[src/rtl/mhp_pkg.sv]
// ----------------------------------------------------------------------------
// mhp_pkg: shared definitions for the message padder
// Constants, configuration register indexes and sequencer states.
// ----------------------------------------------------------------------------
`default_nettype none

package mhp_pkg;

  // hash block geometry
  localparam int unsigned BLOCK_BYTES = 64;
  localparam int unsigned POS_W       = $clog2(BLOCK_BYTES);

  // stream and length field geometry
  localparam int unsigned WORD_W      = 64;
  localparam int unsigned BUF_W       = 56;
  localparam int unsigned FILL_W      = 3;
  localparam int unsigned COUNT_W     = 61;
  localparam int unsigned LEN_BYTES   = 8;

  // trailer size limits
  localparam int unsigned TRAIL_W     = 5;
  localparam logic [TRAIL_W-1:0] TRAIL_MIN = TRAIL_W'(8);
  localparam logic [TRAIL_W-1:0] TRAIL_MAX = TRAIL_W'(16);

  // padding marker byte
  localparam logic [7:0] PAD_MARK = 8'h80;

  // input item operations
  localparam logic OP_DATA   = 1'b0;
  localparam logic OP_FINISH = 1'b1;

  // configuration port
  localparam int unsigned CFG_IDX_W   = 2;
  localparam int unsigned CFG_DATA_W  = 5;

  typedef enum logic [CFG_IDX_W-1:0] {
    CFG_TRAILER_BYTES = 2'd0,
    CFG_LENGTH_LE     = 2'd1
  } cfg_idx_e;

  // finish sequencer, one-hot
  typedef enum logic [3:0] {
    ST_IDLE  = 4'b0001,
    ST_MARK  = 4'b0010,
    ST_ZERO  = 4'b0100,
    ST_TRAIL = 4'b1000
  } state_e;

endpackage : mhp_pkg

`default_nettype wire

[src/rtl/md_hash_message_padder.sv]
// ----------------------------------------------------------------------------
// md_hash_message_padder: byte-serial padder for 64-byte-block hashes
// Packs message bytes into 64-bit words and appends marker, zero fill and
// the 64-bit bit length trailer on a finish item.
// ----------------------------------------------------------------------------
// Usage:
//   Input channel (in_valid_i / in_stall_o): opcode_i 0 carries one message
//   byte in data_byte_i, opcode_i 1 finishes the message.
//   Output channel (out_valid_o / out_stall_i): out_word_o holds eight
//   padded-stream bytes, earliest in bits 63..56; is_last_o flags the final
//   word of a message.
//   Config channel (cfg_valid_i / cfg_ready_o, always ready): index 0 sets
//   trailer_bytes (used saturated to 8..16), index 1 sets the length byte
//   order; other indexes are ignored. Write only while the block is idle.
// Timing:
//   A data byte is shifted in when accepted; the word it completes is on the
//   output in the next cycle. A finish item starts the sequencer, then the
//   padding goes through the byte shifter one byte per cycle while the output
//   takes its words: 1 + zero fill + trailer bytes, 9 to 80 bytes, up to ten
//   words. The input is stalled for that time and whenever a word is
//   completed while the output register still holds an unaccepted word.
// Reset clears the byte count, the word shifter, the sequencer and the
// output valid flag; the config registers return to 8 bytes, big-endian.
// ----------------------------------------------------------------------------
`default_nettype none

module md_hash_message_padder (
  input  wire logic                          clk_i,
  input  wire logic                          rst_ni,
  // input items
  input  wire logic                          in_valid_i,
  output      logic                          in_stall_o,
  input  wire logic                          opcode_i,
  input  wire logic [7:0]                    data_byte_i,
  // result items
  output      logic                          out_valid_o,
  input  wire logic                          out_stall_i,
  output      logic [mhp_pkg::WORD_W-1:0]    out_word_o,
  output      logic                          is_last_o,
  // configuration writes
  input  wire logic                          cfg_valid_i,
  output      logic                          cfg_ready_o,
  input  wire logic [mhp_pkg::CFG_IDX_W-1:0] cfg_index_i,
  input  wire logic [mhp_pkg::CFG_DATA_W-1:0] cfg_data_i
);

  import mhp_pkg::*;

  // configuration registers
  logic [TRAIL_W-1:0] trailer_q, trailer_d;
  logic               len_le_q, len_le_d;

  // control state
  state_e             state_q, state_d;
  logic [COUNT_W-1:0] count_q, count_d;
  logic [FILL_W-1:0]  fill_q, fill_d;
  logic [POS_W-1:0]   pad_q, pad_d;
  logic [TRAIL_W-1:0] trl_q, trl_d;
  logic [TRAIL_W-1:0] tidx_q, tidx_d;
  logic               out_valid_q, out_valid_d;

  // payload state
  logic [BUF_W-1:0]   buf_q, buf_d;
  logic [WORD_W-1:0]  len_q, len_d;
  logic [WORD_W-1:0]  out_word_q, out_word_d;
  logic               out_last_q, out_last_d;

  // byte shifter controls
  logic               push_en;
  logic [7:0]         push_byte;
  logic               push_last;
  logic               completes;
  logic               out_free;
  logic               push_ok;
  logic               in_accept;
  logic               is_len;
  logic [TRAIL_W-1:0] trail_sat;

  // config writes, always taken
  assign cfg_ready_o = 1'b1;

  always_comb begin
    trailer_d = trailer_q;
    len_le_d  = len_le_q;
    if (cfg_valid_i) begin
      case (cfg_index_i)
        CFG_TRAILER_BYTES: trailer_d = cfg_data_i[TRAIL_W-1:0];
        CFG_LENGTH_LE:     len_le_d  = cfg_data_i[0];
        default:           ;
      endcase
    end
  end

  // saturated trailer size
  always_comb begin
    if (trailer_q < TRAIL_MIN) begin
      trail_sat = TRAIL_MIN;
    end else if (trailer_q > TRAIL_MAX) begin
      trail_sat = TRAIL_MAX;
    end else begin
      trail_sat = trailer_q;
    end
  end

  // output register handshake
  assign completes   = (fill_q == FILL_W'(7));
  assign out_free    = !out_valid_q || !out_stall_i;
  assign push_ok     = !completes || out_free;
  assign in_stall_o  = (state_q != ST_IDLE) || !push_ok;
  assign in_accept   = in_valid_i && !in_stall_o;

  // length byte position inside the trailer
  always_comb begin
    if (len_le_q) begin
      is_len = (tidx_q < TRAIL_W'(LEN_BYTES));
    end else begin
      is_len = (tidx_q >= (trl_q - TRAIL_W'(LEN_BYTES)));
    end
  end

  // finish sequencer and byte source
  always_comb begin
    state_d   = state_q;
    count_d   = count_q;
    pad_d     = pad_q;
    trl_d     = trl_q;
    tidx_d    = tidx_q;
    len_d     = len_q;
    push_en   = 1'b0;
    push_byte = 8'h00;
    push_last = 1'b0;
    case (state_q)
      ST_IDLE: begin
        if (in_accept) begin
          if (opcode_i == OP_FINISH) begin
            pad_d   = POS_W'(6'd63 - POS_W'(trail_sat) - count_q[POS_W-1:0]);
            trl_d   = trail_sat;
            tidx_d  = '0;
            len_d   = {count_q, 3'b000};
            count_d = '0;
            state_d = ST_MARK;
          end else begin
            push_en   = 1'b1;
            push_byte = data_byte_i;
            count_d   = count_q + COUNT_W'(1);
          end
        end
      end
      ST_MARK: begin
        push_byte = PAD_MARK;
        push_en   = push_ok;
        if (push_ok) begin
          state_d = (pad_q == '0) ? ST_TRAIL : ST_ZERO;
        end
      end
      ST_ZERO: begin
        push_en = push_ok;
        if (push_ok) begin
          pad_d = pad_q - POS_W'(1);
          if (pad_q == POS_W'(1)) begin
            state_d = ST_TRAIL;
          end
        end
      end
      ST_TRAIL: begin
        if (is_len) begin
          push_byte = len_le_q ? len_q[7:0] : len_q[WORD_W-1 -: 8];
        end
        push_en   = push_ok;
        push_last = (tidx_q == (trl_q - TRAIL_W'(1)));
        if (push_ok) begin
          if (is_len) begin
            len_d = len_le_q ? {8'h00, len_q[WORD_W-1:8]} : {len_q[WORD_W-9:0], 8'h00};
          end
          tidx_d = tidx_q + TRAIL_W'(1);
          if (push_last) begin
            tidx_d  = '0;
            state_d = ST_IDLE;
          end
        end
      end
      default: begin
        state_d = ST_IDLE;
      end
    endcase
  end

  // byte shifter and output word register
  always_comb begin
    buf_d       = buf_q;
    fill_d      = fill_q;
    out_valid_d = out_valid_q && out_stall_i;
    out_word_d  = out_word_q;
    out_last_d  = out_last_q;
    if (push_en) begin
      if (completes) begin
        out_word_d  = {buf_q, push_byte};
        out_last_d  = push_last;
        out_valid_d = 1'b1;
        buf_d       = '0;
        fill_d      = '0;
      end else begin
        buf_d  = {buf_q[BUF_W-9:0], push_byte};
        fill_d = fill_q + FILL_W'(1);
      end
    end
  end

  // control registers
  always_ff @(posedge clk_i or negedge rst_ni) begin
    if (!rst_ni) begin
      trailer_q   <= TRAIL_MIN;
      len_le_q    <= 1'b0;
      state_q     <= ST_IDLE;
      count_q     <= '0;
      fill_q      <= '0;
      pad_q       <= '0;
      trl_q       <= TRAIL_MIN;
      tidx_q      <= '0;
      out_valid_q <= 1'b0;
      buf_q       <= '0;
    end else begin
      trailer_q   <= trailer_d;
      len_le_q    <= len_le_d;
      state_q     <= state_d;
      count_q     <= count_d;
      fill_q      <= fill_d;
      pad_q       <= pad_d;
      trl_q       <= trl_d;
      tidx_q      <= tidx_d;
      out_valid_q <= out_valid_d;
      buf_q       <= buf_d;
    end
  end

  // payload registers
  always_ff @(posedge clk_i) begin
    len_q      <= len_d;
    out_word_q <= out_word_d;
    out_last_q <= out_last_d;
  end

  assign out_valid_o = out_valid_q;
  assign out_word_o  = out_word_q;
  assign is_last_o   = out_last_q;

`ifndef ASSERT_OFF
  // a completed word never overwrites one still waiting downstream
  a_no_overwrite: assert property (@(posedge clk_i) disable iff (!rst_ni)
    (push_en && completes) |-> out_free)
    else $error("completed word overwrites pending output");

  // the trailer always ends exactly on a word boundary
  a_last_aligned: assert property (@(posedge clk_i) disable iff (!rst_ni)
    (push_en && push_last) |-> completes)
    else $error("final trailer byte not word aligned");

  // after the final word the padder is back to an empty message
  a_clean_after_last: assert property (@(posedge clk_i) disable iff (!rst_ni)
    (push_en && push_last) |=> (state_q == ST_IDLE && fill_q == '0 && count_q == '0))
    else $error("state not cleared after final word");

  // trailer index stays inside the trailer
  a_tidx_range: assert property (@(posedge clk_i) disable iff (!rst_ni)
    (state_q == ST_TRAIL) |-> (tidx_q < trl_q))
    else $error("trailer index out of range");
`endif

endmodule : md_hash_message_padder

`default_nettype wire

[config.mk]
export PLATFORM = sky130hd
export DESIGN_NAME = md_hash_message_padder
export DESIGN_NICKNAME = d
export VERILOG_FILES = /design/src/rtl/mhp_pkg.sv /design/src/rtl/md_hash_message_padder.sv
export SDC_FILE = /design/constraint.sdc
export NUM_CORES = 1
export LEC_CHECK = 0
export ABC_CLOCK_PERIOD_IN_PS = 6900
export BUFFER_PORTS_ARGS = -buffer_cell sky130_fd_sc_hd__buf_2
export CAP_MARGIN = 20
export CORE_AREA = 5 5 185 187
export DETAILED_ROUTE_END_ITERATION = 10
export DIE_AREA = 0 0 190 192
export GPL_TIMING_DRIVEN = 0
export PLACE_DENSITY_LB_ADDON = 0.15
export SETUP_SLACK_MARGIN = 0.5
export SYNTH_ARGS = -nofsm -noshare
export SYNTH_HDL_FRONTEND = slang
export SYNTH_SLANG_ARGS = --single-unit
[constraint.sdc]
create_clock -name clk_i -period 6.9 [get_ports clk_i]
set_clock_uncertainty 0.15 [all_clocks]
set_input_delay 1.725 -clock clk_i [delete_from_list [all_inputs] [get_ports clk_i]]
set_output_delay 1.725 -clock clk_i [all_outputs]
set_load 0.03 [all_outputs]
# ---- Yosys cells after proc, flatten, opt, wreduce, memory -nomap -nowiden
# Cells that the tools add are included.
dict set report classes {
  n_addsub 8
  mul 0
  div 0
  n_lt_le_gt_ge 4
  eq_ne 17
  shift 0
  mux 40
  bitwise_logic 0
  n_reduce_logical 24
}
# op n
set ops {}
lappend ops {{$mux W64} 5}
lappend ops {{$pmux W64 S2} 1}
lappend ops {{$add A61 B1 Y61 const B} 1}
lappend ops {{$mux W61} 1}
lappend ops {{$mux W56} 1}
lappend ops {{$mux W4} 8}
lappend ops {{$mux W8} 4}
lappend ops {{$mux W5} 6}
lappend ops {{$pmux W8 S3} 1}
lappend ops {{$mux W6} 3}
lappend ops {{$ne A2 B2 Y1 const B} 8}
lappend ops {{$pmux W4 S4} 1}
lappend ops {{$pmux W6 S2} 1}
lappend ops {{$lt A5 B4 Y1 const B} 2}
lappend ops {{$pmux W5 S2} 1}
lappend ops {{$reduce_and A2 Y1} 4}
lappend ops {{$reduce_and A4 Y1} 2}
lappend ops {{$reduce_and A7 Y1} 1}
lappend ops {{$eq A6 B1 Y1 const B} 1}
lappend ops {{$logic_not A6 Y1} 1}
lappend ops {{$sub A6 B1 Y6 const B} 1}
lappend ops {{$sub A6 B5 Y6 const A} 1}
lappend ops {{$sub A6 B6 Y6} 1}
lappend ops {{$add A5 B1 Y5 const B} 1}
lappend ops {{other kinds (24)} 36}
dict set report word_totals {
  ff_bits 276
  latchBits 0
  ramBits 0
  mem_bits_ro 0
  inputBits 21
  output_inout_bits 68
  memories 0
}

# ---- Logic depth before layout (Yosys ltp)
dict set report depth {
  depth_word 10
  mapped_depth 10
  ltp_nobuf 9
}

# ---- Worst setup path after synthesis
# Ideal clock, no wire load.
dict set report synth_timing {
  path_type {input to register}
  from {in in_valid_i}
  to {reg out_last_q (netlist: is_last_o), enable pin}
  setup_time_ns 0.491
  arrival_time_ns 5.523
  t_required_ns 6.259
  slack_ns 0.736
  cell_stages 6
  n_path_buf 2
  path_cell_list {nand3b_1 o32a_1 or2_2 buf_2 buf_6 nor2_1}
}
dict set report synth_via {
  elab_chain_len 4
}
# item line
set synth_lines {}
lappend synth_lines {{start, declared} md_hash_message_padder.sv:31} ;# input wire logic in_valid_i,
lappend synth_lines {{$logic_and A1 B1 Y1} md_hash_message_padder.sv:110} ;# assign in_accept = in_valid_i && !in_stall_o;
lappend synth_lines {{$mux W1} md_hash_message_padder.sv:134} ;# if (in_accept) begin
lappend synth_lines {{$pmux W1 S2} md_hash_message_padder.sv:132} ;# case (state_q)
lappend synth_lines {{$reduce_and A2 Y1 (no line)} --}
lappend synth_lines {{end signal, assigned} md_hash_message_padder.sv:240} ;# out_last_q <= out_last_d;
lappend synth_lines {{end, declared} md_hash_message_padder.sv:66} ;# logic out_last_q, out_last_d;
# No other way between the ends.
# A chain may end at the register's enable or synchronous reset.

# ---- Worst setup path in the final report
dict set report layout_timing {
  from {in out_stall_i}
  to {out in_stall_o}
}
dict set report layout_via {
  elab_chain_len 5
}
# item line
set layout_lines {}
lappend layout_lines {{start, declared} md_hash_message_padder.sv:37} ;# input wire logic out_stall_i,
lappend layout_lines {{$logic_not A1 Y1} md_hash_message_padder.sv:107} ;# assign out_free = !out_valid_q || !out_stall_i;
lappend layout_lines {{$logic_or A1 B1 Y1} md_hash_message_padder.sv:107}
lappend layout_lines {{$logic_or A1 B1 Y1} md_hash_message_padder.sv:108} ;# assign push_ok = !completes || out_free;
lappend layout_lines {{$logic_not A1 Y1} md_hash_message_padder.sv:109} ;# assign in_stall_o = (state_q != ST_IDLE) || !push_ok;
lappend layout_lines {{$logic_or A1 B1 Y1} md_hash_message_padder.sv:109}
lappend layout_lines {{end, declared} md_hash_message_padder.sv:32} ;# output logic in_stall_o,
# No other way between the ends.

==> impl_metrics.ini <==
[outcome]
status = complete, no violations

[clock_tree]
postCtsHoldBufs = 0
cts_tree = yes
clk_latency_ns = 0.56
cts_resized = 0
postCtsSetupRepairBufs = 0
clock-root-buffer = clkbuf_16
clock_path_buffers = 3
htree_num_levels = 1
clk_pin_slew_worst_paths_ns = 0.06
clock_sink_count = 276
cts_buffers = 31

[critical_path]
criticalPathCategory = in2out
cp.arrival_ns = 2.53
r2r-start = fill_q[0]
crit_path_end_kind = primary output
ff2ff_path_depth = 8
crit_required_ns = 5.03
worstReg2RegEnd = buf_q[7]
crit_end = in_stall_o
reg2reg_slack_ns = 3.68
crit_path_start_kind = primary input
critPathMaxFanout = 9
crit_start = out_stall_i

[drt]
wl_per_cell_um = 18.3
viasPerCell = 5.16
ant_nets = 0
vias = 9141
wl_um = 32400
first_pass_iters = 5
drc_errors = 0
drt-initial-drc-count = 511

[power]
p_int_mw = 3.45
p_total_mw = 5.04
pwr-share-comb_pct = 22.1
irDropWorstVdd_mv = 0.174
swShare_pct = 31.6
p_seq_share_pct = 45.4
leakagePower_nw = 5.99
power_density_nw_per_um2 = 339
power.switching_mw = 1.59
pwr-share-clk_pct = 32.5

[global_route]
grt-ovfl-total = 0
grt_max_degree = 79
grt_pass1_vias = 9206
gr-usage-all-layers_pct = 17.7
grt_pass1_wl_um = 51500
grt_antenna_before_repair = 0

[cells_and_area]
final_cell_count_no_fill = 1771
postLayoutCellArea_um2 = 14800
ff_latch_area_um2 = 7560
fillers = 2995
fin_nets = 1343
diodes = 0
postLayoutCoreUtil_pct = 46.0
drive_gt1_share_pct = 13.9
mostFrequentLayoutCells = nand2_1 (181), dfrtp_1 (144), edfxtp_1 (129)
syn_to_final_growth_pct = 17.0
multi_input_area_um2 = 4800
final_common_cell = nand2_1

[floorplanning]
die_h_um = 192
fp-row-count = 66
die_w_um = 190
die-area_um2 = 36500
start_util_pct = 39.3
ios = 89
core_area_um2 = 32300

[timing]
timing.fmax_mhz = 227
slew_headroom_pct = 39.3
grt_setup_unrepaired = false
timing.final.max_slew_violations = 0
setup_viol = 0
tightest_slew_ns = 0.907
hold_viol_final = 0
fin_crit_sh_pct = 63.8
min_period_ns = 4.41
tns_ns = 0

[yosys]
synth_nets = 1217
yosysTopAreaCellShare_pct = 30.5
seq_area_frac_synth_pct = 59.6
synthFlopType = dfrtp_1
synth_top_area_cell = edfxtp_1
synth_edf_count = 129
synthCells = 1178
synth-seq-cells = 276
yosysWarnings = 0
ys_top_cells_by_area = edfxtp_1 (31%), dfrtp_1 (28%), nand2_1 (5.4%)
ys_async_sr_fraction_pct = 53.3
synth_area_per_cell_um2 = 10.8
synth_cell_type_count = 67
netlist_area_um2 = 12700

[placed_design]
placed_area_um2 = 13800
dp_hpwl_um = 24100
place.gp.congestion = 0.846
portBuffers = 87
placed_cells = 1713

[worst_hold_path]
hp-class = reg2reg

[job]
maxCapViolations = 0
-- Yosys cell counts (all sizes together) (14+ instances only) --
library cell	n
edfxtp	129
xor2	15
nor2	114
inv	24
ha	17
nor3	33
mux2i	58
o21ai	103
dfrtp	144
a21oi	70
nand2	181
nor4	16
clkbuf	47
xnor2	36
nand3	40
nand4	21
buf	14
-- power groups by stage --
| stage | Sequential (mW) | Combinational, mW | Clock (mW) |
|---|---|---|---|
| 5_1_grt | 2.32 | 1.26 | 1.74 |
| 4_1_cts | 2.29 | 1.13 | 1.67 |
| 2_1_floorplan | 2.27 | 0.770 | 0 |
| 6_report | 2.29 | 1.11 | 1.64 |
| 3_3_place_gp | 2.33 | 1.08 | 0 |
| 3_5_place_dp | 2.32 | 1.12 | 0 |
-- kinds of logic (layout without fill, tap and decap cells) --
kind of cell	after synthesis	after routing	synth area share (%)
flops	276	276	59.6
simple gates	461	461	17.3
fa+ha+maj	18	18	1.83
mux	69	69	5.55
compound gates	217	217	9.51
buf+inv	85	236	2.75
other cells	1	1	0.0296
xor+xnor	51	51	3.52
-- how the worst min path moves through the flow --
stage / startpoint / end / slack [ns] / cells past startpoint
2_1_floorplan: buf_q[48] / out_word_o[56] / 0.27 / 0
3_3_place_gp: buf_q[52] / out_word_o[60] / 0.28 / 0
3_5_place_dp: buf_q[52] / out_word_o[60] / 0.29 / 0
4_1_cts: buf_q[52] / out_word_o[60] / 0.30 / 0
5_1_grt: buf_q[53] / out_word_o[61] / 0.32 / 0
6_report: buf_q[52] / out_word_o[60] / 0.30 / 0
-- layout make-up --
type | count | share of cell area [%]
plain buffers | 61 | 1.75
multi-input cells | 817 | 32.3
clock buffers | 43 | 5.80
clock inverters | 15 | 1.05
flip-flops and latches | 276 | 50.9
inverters | 24 | 0.607
repair buffers | 93 | 3.81
well taps | 442 | 3.73
-- metrics by stage --
step,worst slack (ns),hold WS (ns)
2_1_floorplan,0.736,0.275
3_3_place_gp,-0.674,0.284
3_5_place_dp,2.50,0.288
4_1_cts,2.50,0.301
5_1_grt,2.46,0.316
6_report,2.49,0.298
-- worst max-delay path, stage by stage --
cell and delay [ns]:
buf_2 0.10, nand3_1 0.30, nand2_1 0.18, buf_2 0.22
-- layer usage --
layer,global-route usage [%],vias up,routed length [um]
li1,-,4462,-
met2,28.5,210,14700
met4,5.45,0,918
met1,25.2,4418,15200
met5,0,-,0
met3,2.22,51,1520
-- state kept, by name, indices dropped and copies added (netlist names) --
name / cells
is_last_o: 1
out_valid_o: 1
out_word_o: 64
len_q: 64
pad_q: 6
buf_q: 56
tidx_q: 5
fill_q: 3
count_q: 61
len_le_q: 1
trailer_q: 5
state_q: 4
trl_q: 5
Power figures use the tool's default switching activity.
